File: src/sv/aes128_ecb_pkcs7_codec_defines.svh
// ----------------------------------------------------------------------------
// AES codec assertion macros
// Shared assertion forms for the codec top level.
// ----------------------------------------------------------------------------
`ifndef AES128_ECB_PKCS7_CODEC_DEFINES_SVH
`define AES128_ECB_PKCS7_CODEC_DEFINES_SVH
`define AES_ASSERT_IMP(label, a, c) \
  label: assert property (@(posedge clk) disable iff (rst) (a) |-> (c)) \
    else $error("assertion failed");
`define AES_ASSERT_NEXT(label, a, c) \
  label: assert property (@(posedge clk) disable iff (rst) (a) |=> (c)) \
    else $error("assertion failed");
`endif

File: src/sv/aes_ram.sv
// ----------------------------------------------------------------------------
// AES generic RAM
// Single write port, single registered read port.
// ----------------------------------------------------------------------------
module aes_ram #(
  parameter int WIDTH = 128,
  parameter int DEPTH = 11
) (
  input  logic                     clk,
  input  logic                     we,
  input  logic [$clog2(DEPTH)-1:0] waddr,
  input  logic [WIDTH-1:0]         wdata,
  input  logic [$clog2(DEPTH)-1:0] raddr,
  output logic [WIDTH-1:0]         rdata
);
  logic [WIDTH-1:0] mem [DEPTH];
  always_ff @(posedge clk) begin
    if (we) mem[waddr] <= wdata;
    rdata <= mem[raddr];
  end
endmodule

File: config.mk
export PLATFORM = sky130hd
export DESIGN_NAME = aes_ram
export DESIGN_NICKNAME = d
export VERILOG_FILES = /design/src/sv/aes128_ecb_pkcs7_codec_defines.svh /design/src/sv/aes_ram.sv
export SDC_FILE = /design/constraint.sdc
export NUM_CORES = 1
export LEC_CHECK = 0
export ABC_AREA = 1
export BUFFER_PORTS_ARGS = -buffer_cell sky130_fd_sc_hd__clkbuf_2
export CORE_MARGIN = 2
export CORE_UTILIZATION = 35
export CTS_CLUSTER_DIAMETER = 30
export CTS_CLUSTER_SIZE = 24
export DETAILED_ROUTE_END_ITERATION = 12
export GPL_ROUTABILITY_DRIVEN = 0
export PLACE_DENSITY = 0.61
export SLEW_MARGIN = 0
export SYNTH_ARGS = -nofsm -noshare
export SYNTH_HDL_FRONTEND = slang
export SYNTH_SLANG_ARGS = --single-unit
File: constraint.sdc
create_clock -name clk -period 7.1 [get_ports clk]
set_clock_uncertainty 0.05 [all_clocks]
set_input_delay 0.355 -clock clk [delete_from_list [all_inputs] [get_ports clk]]
set_output_delay 0.355 -clock clk [all_outputs]
set_load 0.02 [all_outputs]
==> results.cfg <==
[clock_tree]
clkLatencyLatePin_ns = 0.89
cts_made_buffers = 326
h-tree-depth = 5
cts_sinks = 1536
clock_path_buffers = 4
cts_tree = yes
ctsRootBufferMaster = clkbuf_16
cts.clk_slew.worst_paths_ns = 0.05
post_cts_resized = 0
postCtsSetupRepairBufs = 0
holdBufCountCts = 135

[critical_path]
start_kind = input pin
timing.rr.start = mem[5][11]
crit_chain = buf_8 -> buf_4 -> buf_4 -> nand2_1 -> nand3_1 -> nand3_1 -> dlygate4sd3_1 -> nand3_1 -> nand2_1
slowest_delay_ns = 0.85
required_ns = 7.83
crit_top_cell = nand3_1
crit_arrival_ns = 3.73
r2r_cells = 7
r2r-end = rdata[11]
crit_fanout = 92
r2r_slack_ns = 5.59
cp-end-kind = flop
cpMaxStageDelayCell = buf_4
worst-setup-path-type = in -> reg

[detailed_routing]
drtIter0Drc = 2994
num_vias = 39801
ant_nets = 0
wl_per_cell_microns = 18.8
drt_wl_total_microns = 158000
drt-pass1-iter-count = 5
vias_per_cell = 4.75
drc = 0

[placement]
dp_slack_ns = 3.73
placed_cells = 7655
place_area_sq_mm = 0.0644
io_buffers = 265
dp_hpwl_microns = 73000

[power]
switching_share_pct = 21.5
p_sw_mw = 5.68
combPwrFrac_pct = 4.6
ir_drop_uv = 214
p_leak_nw = 31.3
powerDensity_mw_per_mm2 = 344
power_frac_seq_pct = 38.8
clockPowerShare_pct = 56.6
p_int_mw = 20.7

[finish]
finish.utilization_pct = 44.2
syn2layout_area_growth_pct = 26.0
drive_above_1_share_pct = 13.9
nNetsFinal = 5931
stdcell_count = 8377
fillers = 15520
design_area_sq_mm = 0.0767

[timing]
min_period_ns = 3.00
final_max_slew_viol_count = 0
setup_viol = 0
finalSetupTns_ns = 0
period_share_pct = 42.3
rsz0062_at_grt = false
fmax_ghz = 0.333
hold_violations = 0
worst_slack_ns = 4.10
worstMarginPinSlew_ns = 1.21
slew_headroom_pct = 19.5

[yosys]
synth_nets = 5438
ys.flop_type = edfxtp_1
synth_cell_types = 12
ys_ff_latch = 1536
synth.most_common_cell = nand2_1
synth-seq-area-share_pct = 73.6
synth-async-reset-ratio_pct = 0
synth_area_per_cell_sq_um = 11.5
synth_largest_area_cell = edfxtp_1
synth_edf_count = 1408
synth_area_sq_mm = 0.0609
yosysWarnings = 0
ys_top_cells_by_count = nand2_1 (1668), edfxtp_1 (1408), nand3_1 (899)
syn_inst = 5300
synth.top_cell.area_share_pct = 69.4
ys_top_cells_by_area = edfxtp_1 (69%), nand2_1 (10%), nand3_1 (7.4%), inv_1 (4.8%), dfxtp_1 (4.2%)

[hold_path]
hold_class = in -> reg
hold_end = rdata[13]
holdCritStartpoint = raddr[0]
hold-path-cell-count = 5

[flow_run]
drv_cap = 0

[floorplan]
ios = 266
fp.dieW_microns = 421
start_util_pct = 35.1
core_sq_mm = 0.173
dieArea_sq_mm = 0.177
rows = 153
die_h_microns = 421

[global_routing]
grt_first_pass_wirelength_microns = 238000
first_global_vias = 39380
grt_max_degree = 214
track_usage_pct = 17.5
grt-ovfl-total = 0
antenna_found_initial = 16

[outcome]
status = finished, final reports clean
-- layout by cell type, fill, tap and decap left out, drive strengths merged --
cell         instances
clkinvlp            31
dlygate4sd3        135
nand2             1668
dfxtp              128
edfxtp            1408
clkinv              90
clkbuf             660
diode                6
buf                 51
nor2                11
inv                798
o211ai             128
bufinv              39
nand3              899
-- worst max path at each step --
stage,from,endpoint
3_3_place_gp,raddr[0],rdata[6]
3_5_place_dp,raddr[0],rdata[12]
6_report,raddr[0],rdata[11]
2_1_floorplan,waddr[2],mem[0][0]
5_1_grt,raddr[0],rdata[11]
4_1_cts,raddr[0],rdata[11]
-- sequential cells by signal, summed over array words and instances, names as in the netlist --
name and count:
mem 1408, rdata 128
-- layer usage --
| layer | global-route usage, % | part of all wire [%] | up-vias |
|---|---|---|---|
| met5 | 0 | 0.066 | - |
| met4 | 6.80 | 3.2 | 16 |
| met3 | 3.80 | 6.1 | 375 |
| met2 | 30.0 | 49 | 1301 |
| met1 | 21.6 | 41 | 19357 |
| li1 | - | - | 18752 |
-- kinds of logic after synthesis --
kind of cell / count (synthesis) / synth area share [%]
compound gates: 128 / 1.58
buf+inv: 1058 / 7.06
flops: 1536 / 73.6
simple gates: 2578 / 17.7
-- stage by stage --
step                hold slack (ns)  power (mW)
global route                 0.0955        27.2
global placement              0.414        11.5
finish                       0.0759        26.4
CTS                          0.0124        26.6
floorplan                     0.404        11.1
detailed placement            0.415        11.5
-- power by group through the flow --
stage	registers (mW)	logic (mW)	clock network, mW
6_report	10.2	1.21	14.9
5_1_grt	10.2	1.34	15.6
4_1_cts	10.2	1.22	15.1
3_5_place_dp	10.4	1.14	0
3_3_place_gp	10.4	1.13	0
2_1_floorplan	10.5	0.596	0
-- layout make-up --
class | instances | area (sq um) | share of cell area, %
inverter | 776 | 2940 | 3.83
sequential | 1536 | 44800 | 58.4
clock inverter | 182 | 2110 | 2.75
timing repair buffer | 447 | 3260 | 4.25
tap | 2325 | 2910 | 3.79
antenna | 6 | 15.0 | 0.0196
multi-input combinational | 2706 | 11800 | 15.4
clock buffer | 399 | 8810 | 11.5
-- critical path, delay by kind of cell --
kind	cells	cell delay, ns
buffers and inverters	4	2.71
AND/OR/NAND/NOR	5	0.47
No activity file was read; power rests on OpenSTA's default activity.
